--- src/sv/mhcc_pkg.sv ---
// shared types, constants and helpers for the magic hash collision check
// no dependencies; imported by every module of the block
`timescale 1ns / 1ps
`default_nettype none

package mhcc_pkg;

   // result codes
   localparam logic [1:0] STATUS_OK        = 2'd0;
   localparam logic [1:0] STATUS_COLLISION = 2'd1;
   localparam logic [1:0] STATUS_TOO_MANY  = 2'd2;

   localparam int WORD_BITS  = 64;
   localparam int HALF_BITS  = 32;
   localparam int POP_BITS   = 7;
   localparam int BYTE_STEPS = 8;

   typedef enum logic [3:0] {
      ST_IDLE,
      ST_COUNT,
      ST_CHECK,
      ST_CLEAR,
      ST_STEP,
      ST_MUL_LL,
      ST_MUL_LH,
      ST_MUL_HL,
      ST_SUM,
      ST_READ,
      ST_TEST,
      ST_FINISH
   } state_type;

   typedef enum logic [1:0] {
      MUL_LL,
      MUL_LH,
      MUL_HL
   } mul_sel_type;

   typedef struct packed {
      logic        load;
      logic        count;
      logic        check;
      logic        clear_en;
      logic        step;
      mul_sel_type mul_sel;
      logic        cap_ll;
      logic        cap_cross;
      logic        sum;
      logic        rd_en;
      logic        mark;
   } dp_ctrl_type;

   typedef struct packed {
      logic count_done;
      logic too_many;
      logic empty;
      logic clear_last;
      logic subset_zero;
   } dp_stat_type;

   // set bits in one byte
   function automatic logic [3:0] count8(input logic [7:0] b);
      logic [3:0] n;
      n = 4'd0;
      for (int i = 0; i < 8; i++) begin
         n = n + {3'd0, b[i]};
      end
      return n;
   endfunction

endpackage

`default_nettype wire

--- src/sv/mhcc_dp.sv ---
// datapath: popcount, subset walk, shared 32x32 multiplier, index and clear counter
// depends on mhcc_pkg for control and status structs, widths and count8
`timescale 1ns / 1ps
`default_nettype none

module mhcc_dp
   import mhcc_pkg::*;
#(
   parameter int INDEX_BITS = 12
) (
   input  wire logic                  clock,
   input  wire logic                  reset,
   input  wire logic [WORD_BITS-1:0]  req_occupancy_mask,
   input  wire logic [WORD_BITS-1:0]  req_test_magic,
   input  wire dp_ctrl_type           ctrl,
   output dp_stat_type                stat,
   output logic                       mem_we,
   output logic [INDEX_BITS-1:0]      mem_waddr,
   output logic                       mem_wdata,
   output logic                       mem_re,
   output logic [INDEX_BITS-1:0]      mem_raddr
);

   logic [WORD_BITS-1:0]  mask_ff, mask_in;
   logic [WORD_BITS-1:0]  magic_ff, magic_in;
   logic [WORD_BITS-1:0]  cnt_mask_ff, cnt_mask_in;
   logic [2:0]            byte_cnt_ff, byte_cnt_in;
   logic [POP_BITS-1:0]   pop_ff, pop_in;
   logic [INDEX_BITS-1:0] limit_ff, limit_in;
   logic [INDEX_BITS-1:0] clear_addr_ff, clear_addr_in;
   logic [WORD_BITS-1:0]  subset_ff, subset_in;
   logic [WORD_BITS-1:0]  mul_ff, mul_in;
   logic [WORD_BITS-1:0]  ll_ff, ll_in;
   logic [HALF_BITS-1:0]  cross_ff, cross_in;
   logic [WORD_BITS-1:0]  prod_ff, prod_in;
   logic [INDEX_BITS-1:0] idx_ff, idx_in;

   logic [HALF_BITS-1:0]  mul_a, mul_b;
   logic [POP_BITS-1:0]   shift_amt;
   logic [WORD_BITS-1:0]  prod_shift;

   // operand select for the shared multiplier
   always_comb begin
      unique case (ctrl.mul_sel)
         MUL_LH: begin
            mul_a = subset_ff[HALF_BITS-1:0];
            mul_b = magic_ff[WORD_BITS-1:HALF_BITS];
         end
         MUL_HL: begin
            mul_a = subset_ff[WORD_BITS-1:HALF_BITS];
            mul_b = magic_ff[HALF_BITS-1:0];
         end
         default: begin
            mul_a = subset_ff[HALF_BITS-1:0];
            mul_b = magic_ff[HALF_BITS-1:0];
         end
      endcase
   end

   assign shift_amt  = 7'(WORD_BITS) - pop_ff;
   assign prod_shift = prod_ff >> shift_amt;

   always_comb begin
      mask_in       = mask_ff;
      magic_in      = magic_ff;
      cnt_mask_in   = cnt_mask_ff;
      byte_cnt_in   = byte_cnt_ff;
      pop_in        = pop_ff;
      limit_in      = limit_ff;
      clear_addr_in = clear_addr_ff;
      subset_in     = subset_ff;
      mul_in        = {{HALF_BITS{1'b0}}, mul_a} * {{HALF_BITS{1'b0}}, mul_b};
      ll_in         = ll_ff;
      cross_in      = cross_ff;
      prod_in       = prod_ff;
      idx_in        = idx_ff;

      if (ctrl.load) begin
         mask_in       = req_occupancy_mask;
         magic_in      = req_test_magic;
         cnt_mask_in   = req_occupancy_mask;
         byte_cnt_in   = 3'd0;
         pop_in        = '0;
         clear_addr_in = '0;
         subset_in     = '0;
      end
      if (ctrl.count) begin
         pop_in      = pop_ff + {3'd0, count8(cnt_mask_ff[7:0])};
         cnt_mask_in = cnt_mask_ff >> 8;
         byte_cnt_in = byte_cnt_ff + 3'd1;
      end
      if (ctrl.check) begin
         // low pop bits set: the span of indexes this item can reach
         limit_in = ~({INDEX_BITS{1'b1}} << pop_ff);
      end
      if (ctrl.clear_en) begin
         clear_addr_in = clear_addr_ff + 1'b1;
      end
      if (ctrl.step) begin
         // carry-rippler step to the next subset
         subset_in = (subset_ff - mask_ff) & mask_ff;
      end
      if (ctrl.cap_ll) begin
         ll_in = mul_ff;
      end
      if (ctrl.cap_cross) begin
         cross_in = mul_ff[HALF_BITS-1:0];
      end
      if (ctrl.sum) begin
         prod_in = {ll_ff[WORD_BITS-1:HALF_BITS] + cross_ff + mul_ff[HALF_BITS-1:0],
                    ll_ff[HALF_BITS-1:0]};
      end
      if (ctrl.rd_en) begin
         idx_in = prod_shift[INDEX_BITS-1:0];
      end
   end

   always_ff @(posedge clock) begin
      if (reset) begin
         byte_cnt_ff   <= 3'd0;
         clear_addr_ff <= '0;
      end else begin
         byte_cnt_ff   <= byte_cnt_in;
         clear_addr_ff <= clear_addr_in;
      end
   end

   always_ff @(posedge clock) begin
      mask_ff     <= mask_in;
      magic_ff    <= magic_in;
      cnt_mask_ff <= cnt_mask_in;
      pop_ff      <= pop_in;
      limit_ff    <= limit_in;
      subset_ff   <= subset_in;
      mul_ff      <= mul_in;
      ll_ff       <= ll_in;
      cross_ff    <= cross_in;
      prod_ff     <= prod_in;
      idx_ff      <= idx_in;
   end

   assign stat.count_done  = (byte_cnt_ff == 3'(BYTE_STEPS - 1));
   assign stat.too_many    = (pop_ff > 7'(INDEX_BITS));
   assign stat.empty       = (pop_ff == '0);
   assign stat.clear_last  = (clear_addr_ff == limit_ff);
   assign stat.subset_zero = (subset_ff == '0);

   assign mem_we    = ctrl.clear_en | ctrl.mark;
   assign mem_waddr = ctrl.clear_en ? clear_addr_ff : idx_ff;
   assign mem_wdata = ctrl.mark;
   assign mem_re    = ctrl.rd_en;
   assign mem_raddr = prod_shift[INDEX_BITS-1:0];

endmodule

`default_nettype wire

--- config.mk ---
export PLATFORM = sky130hd
export DESIGN_NAME = mhcc_dp
export DESIGN_NICKNAME = d
export VERILOG_FILES = /design/src/sv/mhcc_pkg.sv /design/src/sv/mhcc_dp.sv
export SDC_FILE = /design/constraint.sdc
export NUM_CORES = 2
export LEC_CHECK = 0
export BUFFER_PORTS_ARGS = -buffer_cell sky130_fd_sc_hd__buf_2
export CAP_MARGIN = 20
export CORE_MARGIN = 3
export CORE_UTILIZATION = 50
export CTS_CLUSTER_DIAMETER = 120
export DETAILED_ROUTE_END_ITERATION = 16
export GPL_ROUTABILITY_DRIVEN = 0
export PLACE_DENSITY = 0.63
export SYNTH_ARGS = -nofsm -noshare
export SYNTH_HDL_FRONTEND = slang
export SYNTH_SLANG_ARGS = --single-unit
export TNS_END_PERCENT = 1
--- constraint.sdc ---
create_clock -name clock -period 10.95 [get_ports clock]
set_input_delay 0 -clock clock [delete_from_list [all_inputs] [get_ports clock]]
set_output_delay 0 -clock clock [all_outputs]
set_load 0.01 [all_outputs]
# --- After elaboration in Yosys (flattened, before gate mapping) ---
# Cells that the tools add are included.
op_classes:
  add_sub_neg: 14
  muxes: 13
  n_shift: 2
  n_mul: 1
  eq_ne: 4
  n_lt_le_gt_ge: 1
  n_div: 0
  n_reduce_logical: 5
  bitwise: 3
op_table:
  columns: ["cell", "count"]
  rows:
  - ["$mux W64", 2]
  - ["$mux W56", 2]
  - ["$add A32 B32 Y32", 2]
  - ["$and A64 B64 Y64", 1]
  - ["$logic_not A64 Y1", 1]
  - ["$mul A32 B32 Y64", 1]
  - ["$mux W32", 2]
  - ["$shr A64 B7 Y12", 1]
  - ["$sub A64 B64 Y64", 1]
  - ["$mux W12", 3]
  - ["$add A4 B1 Y4", 4]
  - ["$mux W7", 2]
  - ["$add A12 B1 Y12 const B", 1]
  - ["$eq A12 B12 Y1", 1]
  - ["$not A12 Y12", 1]
  - ["$shl A12 B7 Y12 const A", 1]
  - ["$add A7 B4 Y7", 1]
  - ["$gt A7 B4 Y1 const B", 1]
  - ["$logic_not A7 Y1", 1]
  - ["$sub A7 B7 Y7 const A", 1]
  - ["$mux W3", 2]
  - ["$reduce_bool A2 Y1", 3]
  - ["$add A3 B1 Y4", 1]
  - ["$add A2 B1 Y3", 1]
  - ["6 further kinds", 6]
word_totals:
  romBits: 0
  latchBits: 0
  regBits: 526
  ram_bits: 0
  in_bits: 142
  memories: 0
  word_cells: 57

# --- Logic depth before layout (Yosys ltp) ---
depth:
  depth_word: 9
  mapped_depth: 35
  depth_no_buf: 30

# --- Worst setup path before layout ---
# No wires, ideal clock.
synth_timing:
  kind: "input port to flip-flop"
  from: "input port ctrl[5] in the netlist's numbering"
  to: "register mul_ff[57]"
  arrival_time_ps: 8155
  setup_slack_ps: 2669
  required_time_ps: 10823
  path_stages: 30
  path_cell_list: "nor2b_1 > clkbuf_1 > buf_1 > mux2i_1 > clkbuf_1 > nor2_1 > fa_1 > inv_1 > fa_1 > fa_1 > fa_1 > inv_1 > fa_1 > fa_1 > fa_1 > inv_1 > fa_1 > inv_1 > ha_1 > buf_2 > a211oi_2 > o21ai_1 > a41o_1 > a311o_1 > a31oi_2 > o21ai_2 > a21o_4 > a31oi_4 > o21ai_0 > xor2_1"
synth_via:
  elab_chain_cells: 3
  word_cells_on_any_way: 5
  cone_classes: "mul: 1; eq/ne: 2; mux: 2"
synth_lines:
  columns: ["item", "line", "text"]
  rows:
  - ["start: declaration", "mhcc_dp.sv:15", "input wire dp_ctrl_type ctrl,"]
  - ["$eq A2 B2 Y1 or $eq A2 B1 Y1 (tied branches)", "mhcc_dp.sv:44", "unique case (ctrl.mul_sel)"]
  - ["$mux W32", "mhcc_dp.sv:44", null]
  - ["$mul A32 B32 Y64 (*)", "mhcc_dp.sv:72", "mul_in = {{HALF_BITS{1'b0}}, mul_a} * {{HALF_BITS{1'b0}}, mul_b};"]
  - ["net mul_in[57]", "mhcc_dp.sv:32", "logic [WORD_BITS-1:0] mul_ff, mul_in;"]
  - ["end signal: assignment", "mhcc_dp.sv:135", "mul_ff <= mul_in;"]
  - ["end: declaration", "mhcc_dp.sv:32", null]
# Mark *: on every way through the listed nets, which the timed path passes. The rest lies on a longest branch.
# A chain may end at the register's enable or synchronous reset.

# --- Final worst setup path ---
layout_timing:
  from: "register subset_ff[50]"
  to: "register mul_ff[61]"
layout_via:
  elab_chain_cells: 2
layout_lines:
  columns: ["item", "line", "text"]
  rows:
  - ["start: declaration", "mhcc_dp.sv:31", "logic [WORD_BITS-1:0] subset_ff, subset_in;"]
  - ["start signal: assignment", "mhcc_dp.sv:134", "subset_ff <= subset_in;"]
  - ["$mux W32", "mhcc_dp.sv:44", null]
  - ["$mul A32 B32 Y64", "mhcc_dp.sv:72", null]
  - ["net mul_in[61]", "mhcc_dp.sv:32", null]
# The timed path passes the listed nets, and every way through them passes these cells.

==> results.cfg <==
[synthesis]
top_cell_type_s_share_of_synthesized_area_pct = 31.5
synth_area_leaders = fa_1 31%, edfxtp_1 22%, ha_1 7.7%
synth-warning-count = 0
syn-instance-count = 5929
yosys_most_used_dff = edfxtp_1
ys_seq_elements = 526
post_synth_instance_area_mm2 = 0.0594
synthesis.area_per_instance_um2 = 10.0
synth_seq_area_share_pct = 25.1
synth_area_leader_cell = fa_1
synthArstFlopShare_pct = 0
post_synth_most_frequent_cells = 1009 x inv_1, 934 x fa_1, 753 x nor2_1, 616 x nand2_1, 439 x edfxtp_1
synth_edf_count = 439
mappedNetlistNets = 7370
synth.distinct_cells = 93
synth.most_common_cell = inv_1

[worst_setup_path]
cp_common_cell = fa_1
worst_r2r_endpoint = mul_ff[61]
regToRegStartpoint = subset_ff[50]
worst_setup_path_end_kind = flip-flop
startpoint_types = flip-flop
worst-setup-path-type = reg2reg
worst_ep_required_time_ns = 11.47
depth_of_the_most_critical_reg_to_reg_path = 26
cp_data_arrival_time_ns = 9.27
critical-path-max-stage-delay_ns = 0.85
ff2ff_setup_slack_ns = 2.20
crit_path_max_fanout = 12
critical_path.slowest_cell = mux2i_2

[sta]
finalClockSkew_ns = 0.0343
final.period_utilization_pct = 79.9
rsz_0062_raised_after_global_routing = no
worst_slew_margin_rel_pct = 23.4
final-max-slew-violation-count = 0
post-route-min-period_ns = 8.75
final_hold_viol_count = 0
setup_tns_ns = 0
maxClockFrequency_mhz = 114
setup_violations = 0
tightestPinTransition_ns = 1.13

[global_routing]
grt_start_max_net_pins = 72
grt_antenna_before_repair = 3
grt_use_met3_pct = 7.65
grt_first_pass_wirelength_um = 271000
grt.total_usage_pct = 29.3
grt_pass1_vias = 45200
grt_util_met2_pct = 46.3
gr-total-overflow = 0
met1_usage_pct = 38.7
grt.busiest_layer = met2

[floorplanning]
overall_die_height_um = 351
start_util_pct = 50.8
placementRows = 125
io-pin-count = 174
dieWidth_um = 351
placeableCoreArea_mm2 = 0.117
design.die.area_mm2 = 0.123

[placement]
dp_hpwl_um = 142000
portBuffers = 173

[clock_tree]
clk-insertion-delay-late_ns = 0.65
ctsResizeCount = 0
path_clk_slew_ns = 0.06
cts.sink_count = 526
cts_buffer_depth = 3
clock_h_tree_levels = 2
cts_tree = yes
cts_root_buffer = clkbuf_16
cts-buffers-inserted = 57
cts_post_setup_buffers_inserted = 0

[min_path]
hold_path_startpoint = ctrl[2]
worst_hold_path.num_cells = 2
hold_class = in2reg
min_to = prod_ff[26]

[drt]
final_routed_wirelength_across_all_metal_layers_um = 177000
detail_route.wl_per_cell_um = 23.0
postRouteAntennaNets = 0
vias_per_cell = 5.70
first_pass_iters = 6
detail_route.iter0.violations = 3655
drcViolationCount = 0
dr_total_vias = 43900

[flow_run]
max-cap-violations = 0

[final_layout]
num-fill-cells = 10100
drive_above_1_share_pct = 10.5
layout.nets = 7564
synthToLayoutAreaGrowth_pct = 10.2

[outcome]
run_status = finished clean
-- cell type report --
cell class	instances	area, um2	area share [%]
Inverter	1009	3790	5.79
Tap cell	1524	1910	2.91
Antenna cell	2	5.00	0.00764
Clock inverter	33	313	0.478
Sequential cell	526	14900	22.8
Timing Repair Buffer	409	3020	4.61
Clock buffer	74	1570	2.40
Multi-Input combinational cell	4120	39900	61.0
-- metal layers --
| metal | part of all wire, % | vias to the layer above | wire, um |
|---|---|---|---|
| li1 | - | 19400 | - |
| met1 | 40 | 22000 | 70700 |
| met2 | 45 | 2064 | 79300 |
| met3 | 10 | 421 | 18500 |
| met4 | 4.8 | 0 | 8450 |
| met5 | 0 | - | 0 |
-- critical path, delay by kind of cell (launching register included) --
family	cells	cell delay, ns
adder cells (fa/ha/maj)	9	4.47
AO/OA/AOI/OAI	9	1.98
multiplexers	1	0.85
buffers and inverters	5	0.56
flip-flops	1	0.52
XOR/XNOR	1	0.15
AND/OR/NAND/NOR	1	0.08
-- cells by family (layout without fill, tap and decap cells) --
kind of cell,count (synthesis),after routing,synth area share [%]
AND/OR/NAND/NOR,1704,1704,12.1
AO/OA/AOI/OAI,655,655,7.20
adder cells (fa/ha/maj),1299,1299,39.2
other,0,2,0
XOR/XNOR,162,162,2.40
flip-flops,526,526,25.1
multiplexers,300,300,5.83
buffers and inverters,1283,1525,8.16
-- worst max-delay path by stage --
stage	startpoint	to	cells after the start
after floorplan	ctrl[5]	mul_ff[57]	30
after global placement	ctrl[6]	mul_ff[57]	28
after detailed placement	ctrl[6]	mul_ff[61]	28
after CTS	subset_ff[50]	mul_ff[61]	26
after global routing	subset_ff[50]	mul_ff[57]	26
final	subset_ff[50]	mul_ff[61]	26
-- cell usage in the layout, fill, tap and decap left out, types with 33 or more instances in the layout --
master,netlist,final
nor3_1,44,44
fa_1,934,934
ha_1,365,364
mux2_2,159,159
xor2_1,55,53
a21oi_1,212,212
dlygate4sd3_1,0,136
a21o_1,76,76
nand2_1,616,616
edfxtp_1,439,439
a211oi_1,33,33
dfxtp_1,87,87
and3_1,85,85
buf_2,18,172
clkbuf_16,0,58
inv_1,1009,1007
buf_4,2,94
mux2i_2,0,47
mux2i_1,120,70
nor2_1,753,753
xnor2_1,106,103
nand4_1,45,45
nand3_1,36,36
o21ai_0,142,142
-- flip-flops by register name, indices dropped and copies added (netlist names), 7 cells and up --
name	flops
cross_ff	32
mask_ff	64
mul_ff	64
cnt_mask_ff	64
pop_ff	7
idx_ff	12
subset_ff	64
ll_ff	64
magic_ff	64
prod_ff	64
limit_ff	12
clear_addr_ff	12
-- stage by stage --
step / worst slack [ns] / cells / instance area (um2) / utilization [%] / hold WS [ns]
3_5_place_dp: 1.78 / 7449 / 62200 / 53.2 / 0.178
2_1_floorplan: 2.67 / 5929 / 59400 / - / 0.0691
5_1_grt: 1.99 / 7695 / 65500 / 56.0 / 0.0578
4_1_cts: 2.26 / 7692 / 65400 / 55.9 / 0.0301
6_report: 2.20 / 7697 / 65500 / 56.0 / 0.0703
3_3_place_gp: 1.90 / 7446 / 62100 / 53.1 / 0.176
-- timing repair --
item | 4_1_cts | 5_1_grt
hold buffers | 136 | 0
endpoints found under the setup margin | 0 | 0
endpoints found under the hold margin | 298 | 0
Power is not shown: default switching activity piles up to over one toggle a cycle in this logic, so the estimate is an artifact.
