[src/sv/mhcc_pkg.sv]
// shared types, constants and helpers for the magic hash collision check
// no dependencies; imported by every module of the block
`timescale 1ns / 1ps
`default_nettype none

package mhcc_pkg;

   // result codes
   localparam logic [1:0] STATUS_OK        = 2'd0;
   localparam logic [1:0] STATUS_COLLISION = 2'd1;
   localparam logic [1:0] STATUS_TOO_MANY  = 2'd2;

   localparam int WORD_BITS  = 64;
   localparam int HALF_BITS  = 32;
   localparam int POP_BITS   = 7;
   localparam int BYTE_STEPS = 8;

   typedef enum logic [3:0] {
      ST_IDLE,
      ST_COUNT,
      ST_CHECK,
      ST_CLEAR,
      ST_STEP,
      ST_MUL_LL,
      ST_MUL_LH,
      ST_MUL_HL,
      ST_SUM,
      ST_READ,
      ST_TEST,
      ST_FINISH
   } state_type;

   typedef enum logic [1:0] {
      MUL_LL,
      MUL_LH,
      MUL_HL
   } mul_sel_type;

   typedef struct packed {
      logic        load;
      logic        count;
      logic        check;
      logic        clear_en;
      logic        step;
      mul_sel_type mul_sel;
      logic        cap_ll;
      logic        cap_cross;
      logic        sum;
      logic        rd_en;
      logic        mark;
   } dp_ctrl_type;

   typedef struct packed {
      logic count_done;
      logic too_many;
      logic empty;
      logic clear_last;
      logic subset_zero;
   } dp_stat_type;

   // set bits in one byte
   function automatic logic [3:0] count8(input logic [7:0] b);
      logic [3:0] n;
      n = 4'd0;
      for (int i = 0; i < 8; i++) begin
         n = n + {3'd0, b[i]};
      end
      return n;
   endfunction

endpackage

`default_nettype wire

[src/sv/mhcc_ctrl.sv]
// sequencer: handshakes, state machine, result code and output register
// depends on mhcc_pkg for the state enum, structs and result codes
`timescale 1ns / 1ps
`default_nettype none

module mhcc_ctrl
   import mhcc_pkg::*;
(
   input  wire logic        clock,
   input  wire logic        reset,
   input  wire logic        req_valid,
   output logic             req_ready,
   output logic             rsp_valid,
   input  wire logic        rsp_ready,
   output logic [1:0]       rsp_status,
   input  wire dp_stat_type stat,
   input  wire logic        seen_hit,
   output dp_ctrl_type      ctrl
);

   state_type  state_ff, state_in;
   logic [1:0] code_ff, code_in;
   logic       rsp_valid_ff, rsp_valid_in;
   logic [1:0] rsp_status_ff, rsp_status_in;
   logic       deliver;

   // result leaves once the output register is free or being emptied
   assign deliver = (state_ff == ST_FINISH) && (!rsp_valid_ff || rsp_ready);

   always_comb begin
      state_in = state_ff;
      code_in  = code_ff;
      unique case (state_ff)
         ST_IDLE: begin
            if (req_valid) begin
               state_in = ST_COUNT;
            end
         end
         ST_COUNT: begin
            if (stat.count_done) begin
               state_in = ST_CHECK;
            end
         end
         ST_CHECK: begin
            if (stat.too_many) begin
               code_in  = STATUS_TOO_MANY;
               state_in = ST_FINISH;
            end else if (stat.empty) begin
               code_in  = STATUS_OK;
               state_in = ST_FINISH;
            end else begin
               state_in = ST_CLEAR;
            end
         end
         ST_CLEAR: begin
            if (stat.clear_last) begin
               state_in = ST_STEP;
            end
         end
         ST_STEP:   state_in = ST_MUL_LL;
         ST_MUL_LL: state_in = ST_MUL_LH;
         ST_MUL_LH: state_in = ST_MUL_HL;
         ST_MUL_HL: state_in = ST_SUM;
         ST_SUM:    state_in = ST_READ;
         ST_READ:   state_in = ST_TEST;
         ST_TEST: begin
            if (seen_hit) begin
               code_in  = STATUS_COLLISION;
               state_in = ST_FINISH;
            end else if (stat.subset_zero) begin
               code_in  = STATUS_OK;
               state_in = ST_FINISH;
            end else begin
               state_in = ST_MUL_LL;
            end
         end
         ST_FINISH: begin
            if (deliver) begin
               state_in = ST_IDLE;
            end
         end
         default: state_in = ST_IDLE;
      endcase
   end

   always_comb begin
      ctrl           = '0;
      ctrl.mul_sel   = MUL_LL;
      req_ready      = 1'b0;
      unique case (state_ff)
         ST_IDLE: begin
            req_ready = 1'b1;
            ctrl.load = req_valid;
         end
         ST_COUNT:  ctrl.count    = 1'b1;
         ST_CHECK:  ctrl.check    = 1'b1;
         ST_CLEAR:  ctrl.clear_en = 1'b1;
         ST_STEP:   ctrl.step     = 1'b1;
         ST_MUL_LL: ctrl.mul_sel  = MUL_LL;
         ST_MUL_LH: begin
            ctrl.mul_sel = MUL_LH;
            ctrl.cap_ll  = 1'b1;
         end
         ST_MUL_HL: begin
            ctrl.mul_sel   = MUL_HL;
            ctrl.cap_cross = 1'b1;
         end
         ST_SUM:  ctrl.sum   = 1'b1;
         ST_READ: ctrl.rd_en = 1'b1;
         ST_TEST: begin
            ctrl.mark = !seen_hit;
            ctrl.step = !seen_hit;
         end
         default: ;
      endcase
   end

   always_comb begin
      rsp_valid_in  = rsp_valid_ff;
      rsp_status_in = rsp_status_ff;
      if (rsp_valid_ff && rsp_ready) begin
         rsp_valid_in = 1'b0;
      end
      if (deliver) begin
         rsp_valid_in  = 1'b1;
         rsp_status_in = code_ff;
      end
   end

   always_ff @(posedge clock) begin
      if (reset) begin
         state_ff     <= ST_IDLE;
         rsp_valid_ff <= 1'b0;
      end else begin
         state_ff     <= state_in;
         rsp_valid_ff <= rsp_valid_in;
      end
   end

   always_ff @(posedge clock) begin
      code_ff       <= code_in;
      rsp_status_ff <= rsp_status_in;
   end

   assign rsp_valid  = rsp_valid_ff;
   assign rsp_status = rsp_status_ff;

endmodule

`default_nettype wire
[config.mk]
export PLATFORM = sky130hd
export DESIGN_NAME = mhcc_ctrl
export DESIGN_NICKNAME = d
export VERILOG_FILES = /design/src/sv/mhcc_pkg.sv /design/src/sv/mhcc_ctrl.sv
export SDC_FILE = /design/constraint.sdc
export NUM_CORES = 1
export LEC_CHECK = 0
export BUFFER_PORTS_ARGS = -buffer_cell sky130_fd_sc_hd__buf_2
export CAP_MARGIN = 20
export CORE_MARGIN = 2
export CORE_UTILIZATION = 35
export DETAILED_ROUTE_END_ITERATION = 7
export GPL_TIMING_DRIVEN = 0
export SETUP_SLACK_MARGIN = 0.05
export SYNTH_ARGS = -nofsm -noshare
export SYNTH_HDL_FRONTEND = slang
export SYNTH_SLANG_ARGS = --single-unit
[constraint.sdc]
create_clock -name clock -period 1.3 [get_ports clock]
set_input_delay 0 -clock clock [delete_from_list [all_inputs] [get_ports clock]]
set_output_delay 0 -clock clock [all_outputs]
set_load 0.005 [all_outputs]
== Word-level counts from Yosys, hierarchy flattened ==
Cells that the tools add are included.
Word-level totals
  output and inout bits: 16
  bits in registers: 9
  input port bits: 10
  word-level logic and storage cells: 59
Cells by class
  eq/ne operators: 17
  mux-type cells: 28
  reduce and logical (&&, ||, !) cells: 10
Operators by type and width (count)
  $pmux W4 S12: 1
  $mux W4: 8
  $eq A4 B3 Y1 const B: 4
  $eq A4 B4 Y1 const B: 4
  $mux W1: 12
  $eq A4 B2 Y1 const B: 2
  $mux W2: 4
  $ne A2 B2 Y1 const B: 4
  $pmux W2 S2: 2
  $ne A3 B3 Y1 const B: 2
  $eq A4 B1 Y1 const B: 1
  $logic_not A4 Y1: 1
  $reduce_and A4 Y1: 1
  $reduce_bool A2 Y1: 2
  $reduce_and A3 Y1: 1
  $logic_and A1 B1 Y1: 2
  $logic_not A1 Y1: 2
  $pmux W1 S2: 1
  $logic_or A1 B1 Y1: 1

== Depth between registers and ports, before layout ==
Gate-level depths: netlist of the first run.
  word-level depth: 5
  gate-level depth with buffers: 5
  depth with buffers taken out: 4

== Worst setup path before layout of the first run ==
Ideal clock, no wire load.
  kind: register to register
  start: register state_ff[2]
  end: register state_ff[2]
  arrival: 1.306 ns
  path buffers: 1
  stages on the path, launching flop included: 5
  required time: 1.184 ns
  path slack: -0.122 ns
  period minus slack after synthesis: 1.422 ns
  setup time: 0.116 ns
  cell sequence: dfxtp_1 buf_6 or4b_4 o22a_2 and4_1
Between the ends
  longest elaborated chain between the ends: 4
  elaborated cells between the ends (all ways): 19
  classes of those cells: eq/ne (15); mux (1); reduce/logical (3)
RTL lines
  start: declaration: line mhcc_ctrl.sv:21  | state_type state_ff, state_in;
  start signal: assignment: line mhcc_ctrl.sv:135  | state_ff <= state_in;
  $eq A4 B4 Y1: line mhcc_ctrl.sv:28, mhcc_ctrl.sv:33
  $logic_and A1 B1 Y1: line mhcc_ctrl.sv:28  | assign deliver = (state_ff == ST_FINISH) && (!rsp_valid_ff || rsp_ready);
  $ne A2 B2 Y1 (no line)
  $reduce_and A4 Y1 (no line)
Several ways; a longest one is shown, not always the timed one.
A chain may end at the register's enable or synchronous reset.

== Worst setup path in the final report of the first run ==
  start: register state_ff[1]
  end: register state_ff[1]
The elaborated chain is that of the path after synthesis.

==> impl_metrics.tcl, run 1 <==
set metrics [dict create \
    crit_slowest_cell "dfxtp_4" \
    layout.nets 122 \
    setup_viol 12 \
    final_cell_mix "buf_2, nor2_1, buf_4" \
    multi_input_area_um2 443 \
    slew_headroom_pct 77.4 \
    tns_ns -1.10 \
    core_area_um2 1730 \
    pin_count 26 \
    grtUsageMet2_pct 26.1 \
    setup_ws_ns -0.160 \
    arrival_ns 1.61 \
    htreeDepth 1 \
    netlist-cell-type-count 37 \
    pre_cts_ws_ns -0.0928 \
    postSynthAreaPerCell_um2 8.76 \
    cap_violations 0 \
    slew_violations 0 \
    p_leak_uw 0.000441 \
    gp_congestion 0.798 \
    grt_start_max_net_pins 11 \
    clk_pin_slew_ns 0.06 \
    rows 15 \
    port-buffer-count 25 \
    die_w_um 46.7 \
    cts_buffers 3 \
    ys_warn_count 0 \
    die_y_um 46.7 \
    cp_data_required_time_ns 1.45 \
    wl_mm 1.83 \
    drive_gt1_share_pct 59.5 \
    critical_path_peak_fanout 3 \
    drtIter0Drc 18 \
    antenna_cells 0 \
    post_drt_wl_per_cell_um 13.5 \
    ys_seq_area_share_pct 34.4 \
    synth_edf_count 4 \
    syn-num-nets 83 \
    cts_buffer_depth 2 \
    drtAntennaViolNets 0 \
    fin_area_um2 1040 \
    yosys-top-cells-area "edfxtp_1, dfxtp_1, nor2_1" \
    netlist_area_um2 639 \
    peakVddDrop_mv 1.28 \
    path_class "register to register" \
    worstHoldPathType "primary input to register" \
    clock_latency_ns 0.26 \
    fin_crit_sh_pct 112 \
    rsz0062_at_grt "true" \
    ys.flop_type "dfxtp_1" \
    viasPerCell 5.29 \
    cp_top_family "simple AND/OR/NAND/NOR gates" \
    die-area_um2 2180 \
    outcome "finished, violations left" \
    synthCells 73 \
    async_flop_share_pct 0 \
    vias 719 \
    met3_usage_pct 2.69 \
    ys_ff_latch 9 \
    critPathMaxStageDelay_ns 0.35 \
    firstDrtPassIters 4 \
    path_cells "buf_4, or3_4, a211o_1, nand4_1, a21oi_2" \
    n_fill_cell 163 \
    cts_tree "built" \
    grt_use_met1_pct 21.8 \
    grt_pass1_vias 633 \
    end_kind "register" \
    postPlaceCellArea_um2 811 \
    grt_usage_pct 17.0 \
    startpoint_type "register" \
    yosys.area.top_type_share_pct 18.8 \
    hold_viol 0 \
    dp_hpwl_mm 1.17 \
    mostFrequentLayoutCell "buf_2" \
    fin_skew_ns 0.00247 \
    crit_buf_inv 1 \
    fin_crit_ns 1.46 \
    worst_pin_slew_ns 0.339 \
    area_growth_pct 62.4 \
    fin_util_pct 60.1 \
    grt.overflow.total 0 \
    holdWs_ns 0.0367 \
    clkSinkCount 9 \
    root_buffer "clkbuf_4" \
    seq_area_um2 229 \
    drc_errors 0 \
    antenna_found_initial 0 \
    start_util_pct 37.0 \
    violations "negative setup slack" \
    max_freq_mhz 685 \
    synth_top_area_cell "edfxtp_1" \
    grt_pass1_wl_mm 2.65 \
    grt.busiest_layer "met2" \
    power.density_nw_per_um2 1860 \
]
-- routing by layer --
metal | up-vias | part of all wire, %
li1 | 343 | -
met1 | 326 | 42
met2 | 46 | 49
met3 | 4 | 7.0
met4 | 0 | 1.6
met5 | - | 0
-- repair_timing --
item                       4_1_cts  5_1_grt
setup endpoints to repair       19       21
gates resized for setup         17       15
pin swaps                        6        8
hold buffers                     1        0
cloned                           0        1
buffers inserted                 4        3
hold endpoints to repair         4        0
-- per-stage QoR --
step	total power, uW	cells
global route	2050	136
global placement	1270	123
detailed placement	1270	123
floorplan	1030	73
CTS	1680	132
finish	1940	136
-- synthesized netlist by cell type, types with 2 or more instances --
library cell  number
buf_4              2
dfxtp_1            5
nor3_1             4
and2_1             3
o21ai_0            3
nand2_1            5
a21oi_1            6
or3_2              2
nor2_1             9
edfxtp_1           4
buf_6              2
inv_1              3
-- power breakdown --
group	internal [uW]	switching, uW
registers	379	69.1
clock network	118	92.1
logic	666	612
-- sequential cells by signal, summed over array words and instances, names as in the netlist --
signal and cells:
state_ff 4, code_ff 2, rsp_status 2, rsp_valid 1
-- cells by family after synthesis --
logic type             share of synthesized area (%)
XOR/XNOR                                        1.37
AND/OR/NAND/NOR                                 32.7
buffers and inverters                           10.4
AO/OA/AOI/OAI                                   21.1
flip-flops                                      34.4
-- path summary, 6_finish.rpt --
path                                      end   startpoint  cells after the start  slack [ns]
worst max-delay path              state_ff[1]  state_ff[1]                      5       -0.16
worst min-delay path               code_ff[1]      stat[3]                      2        0.04
worst max register to register    state_ff[1]  state_ff[1]                      5       -0.16
worst min register to register  rsp_status[1]   code_ff[1]                      0        0.42
-- area by class of cell --
class | instances | share of cell area, %
Clock buffer | 4 | 2.53
Multi-Input combinational cell | 55 | 42.7
Sequential cell | 9 | 22.0
Buffer | 5 | 5.42
Timing Repair Buffer | 34 | 22.2
Tap cell | 25 | 3.01
Inverter | 4 | 2.17
(Power assumes the default switching activity.)
==> inputs of run 2 (changes only) <==
--- a/config.mk
+++ b/config.mk
@@ -8,9 +8,10 @@
 export BUFFER_PORTS_ARGS = -buffer_cell sky130_fd_sc_hd__buf_2
 export CAP_MARGIN = 20
 export CORE_MARGIN = 2
-export CORE_UTILIZATION = 35
+export CORE_UTILIZATION = 47
 export DETAILED_ROUTE_END_ITERATION = 7
 export GPL_TIMING_DRIVEN = 0
+export PLACE_DENSITY = 0.78
 export SETUP_SLACK_MARGIN = 0.05
 export SYNTH_ARGS = -nofsm -noshare
 export SYNTH_HDL_FRONTEND = slang
==> constraint.sdc (replaced) <==
create_clock -name clock -period 1.77 [get_ports clock]
set_input_delay 0 -clock clock [delete_from_list [all_inputs] [get_ports clock]]
set_output_delay 0 -clock clock [all_outputs]
set_load 0.005 [all_outputs]
==> run 2 against run 1 <==
Net effect:
- the flow now finishes without violations
- first-iteration DRC count is 11% higher
- die area is 24% lower
- final cell count is 13% lower
- clock power is 27% lower
- sequential share of layout area is 4.8 points higher
- non-clock buffer count is 8 lower
- sequential cell count stayed put
- via count is 5.3% lower
- clock-buffer cell count stayed put
==> impl_metrics.tcl, run 2 (same netlist as run 1, synthesis figures left out) <==
set metrics [dict create \
    die_y_um 40.9 \
    firstDrtPassIters 4 \
    htreeDepth 1 \
    holdPathStages 2 \
    drtAntennaViolNets 0 \
    final_cell_mix "buf_2, nor2_1, a21oi_1" \
    arrival_ns 1.59 \
    slew_headroom_pct 77.1 \
    die_w_um 40.9 \
    area_growth_pct 28.2 \
    p_leak_uw 0.000363 \
    worstHoldPathType "primary input to register" \
    setup_viol 0 \
    slew_violations 0 \
    grt_start_max_net_pins 11 \
    post_drt_wl_per_cell_um 12.7 \
    crit_slowest_cell "dfxtp_1" \
    worst_pin_slew_ns 0.344 \
    core_area_um2 1280 \
    cp_top_family "simple AND/OR/NAND/NOR gates" \
    end_kind "output pin" \
    cap_violations 0 \
    grt_pass1_vias 551 \
    dp_hpwl_mm 1.09 \
    drtIter0Drc 20 \
    crit_buf_inv 2 \
    largest_reg_flops 4 \
    gp_congestion 0.853 \
    fin_crit_ns 1.59 \
    max_freq_mhz 629 \
    cts_tree "built" \
    clkSinkCount 9 \
    fin_skew_ns 0.00106 \
    finalPower_uw 1070 \
    startpoint_type "register" \
    tns_ns 0 \
    rsz0062_at_grt "false" \
    pin_count 26 \
    port-buffer-count 25 \
    clock_latency_ns 0.25 \
    drc_errors 0 \
    rows 13 \
    drive_gt1_share_pct 40.8 \
    die-area_um2 1670 \
    path_cells "buf_6, nand2_1, or3_2, a21oi_1, buf_2" \
    vias 681 \
    antenna_cells 0 \
    grt.overflow.total 0 \
    outcome "complete, no violations" \
    clk_pin_slew_ns 0.06 \
    hold_viol 0 \
    layout.nets 114 \
    critPathMaxStageDelay_ns 0.42 \
    regMostFlops "state_ff" \
    path_depth 5 \
    grt_usage_pct 21.3 \
    fin_crit_sh_pct 89.8 \
    peakVddDrop_mv 0.900 \
    cts_buffers 3 \
    critical_path_peak_fanout 10 \
    viasPerCell 5.77 \
    root_buffer "clkbuf_4" \
    mostFrequentLayoutCell "buf_2" \
    wl_mm 1.50 \
    cp_data_required_time_ns 1.77 \
    grt_pass1_wl_mm 2.28 \
    cts_buffer_depth 2 \
    antenna_found_initial 0 \
    r2r_cells 3 \
    start_util_pct 49.8 \
    path_class "register to output pin" \
    power.density_nw_per_um2 1300 \
]
[run 2: changes by cell type in the layout (fill, tap and decap cells not counted), moves of 3 or more]
cell | previous run | this run
dfxtp_1 | 2 | 5
nor3_1 | 1 | 4
buf_6 | 5 | 2
buf_4 | 6 | 2
or3_4 | 3 | 0
[run 2: repair_timing]
action,in CTS,in global routing
endpoints found under the hold margin,4,0
setup buffers,0,0
resized for setup,0,0
hold buffers,1,0
[run 2: per-layer routing]
layer | vias to the layer above | track usage [%] | wire length (um) | share of wire [%]
met5 | - | 0 | 0 | 0
met4 | 0 | 20.0 | 55 | 3.7
met3 | 6 | 1.63 | 126 | 8.4
met2 | 43 | 33.6 | 680 | 45
met1 | 305 | 25.0 | 638 | 43
li1 | 327 | - | - | -
[run 2: power breakdown]
group          leakage, uW  switching (uW)  internal [uW]  total, uW
registers        0.0000771            49.8            265        315
clock network    0.0000150            66.1           86.5        153
logic             0.000271             318            280        599
total             0.000363             434            632       1070
[run 2: final timing paths]
path                     from            end  slack [ns]
hold reg to reg    code_ff[1]  rsp_status[1]        0.42
setup reg to reg  state_ff[2]     code_ff[0]        0.25
setup / recovery  state_ff[1]        ctrl[7]        0.18
hold / removal        stat[3]     code_ff[1]        0.03
[run 2: area by class of cell]
type                    instances  area (um^2)
flip-flops and latches          9          220
fillers                       112          465
multi-input cells              55          353
clock buffers                   4         26.3
repair buffers                 26          135
plain buffers                   5         51.3
well taps                      15         18.8
inverters                       4         15.0
[run 2: stage by stage]
step / utilization, % / instances / worst slack [ns] / area (um^2) / hold slack (ns)
floorplan: - / 73 / 0.348 / 639 / 0.0311
CTS: 63.8 / 118 / 0.181 / 820 / 0.0276
global route: 63.8 / 118 / 0.0821 / 820 / 0.0517
global placement: 61.0 / 113 / 0.302 / 783 / 0.227
finish: 63.8 / 118 / 0.181 / 820 / 0.0348
detailed placement: 61.0 / 113 / 0.265 / 783 / 0.228
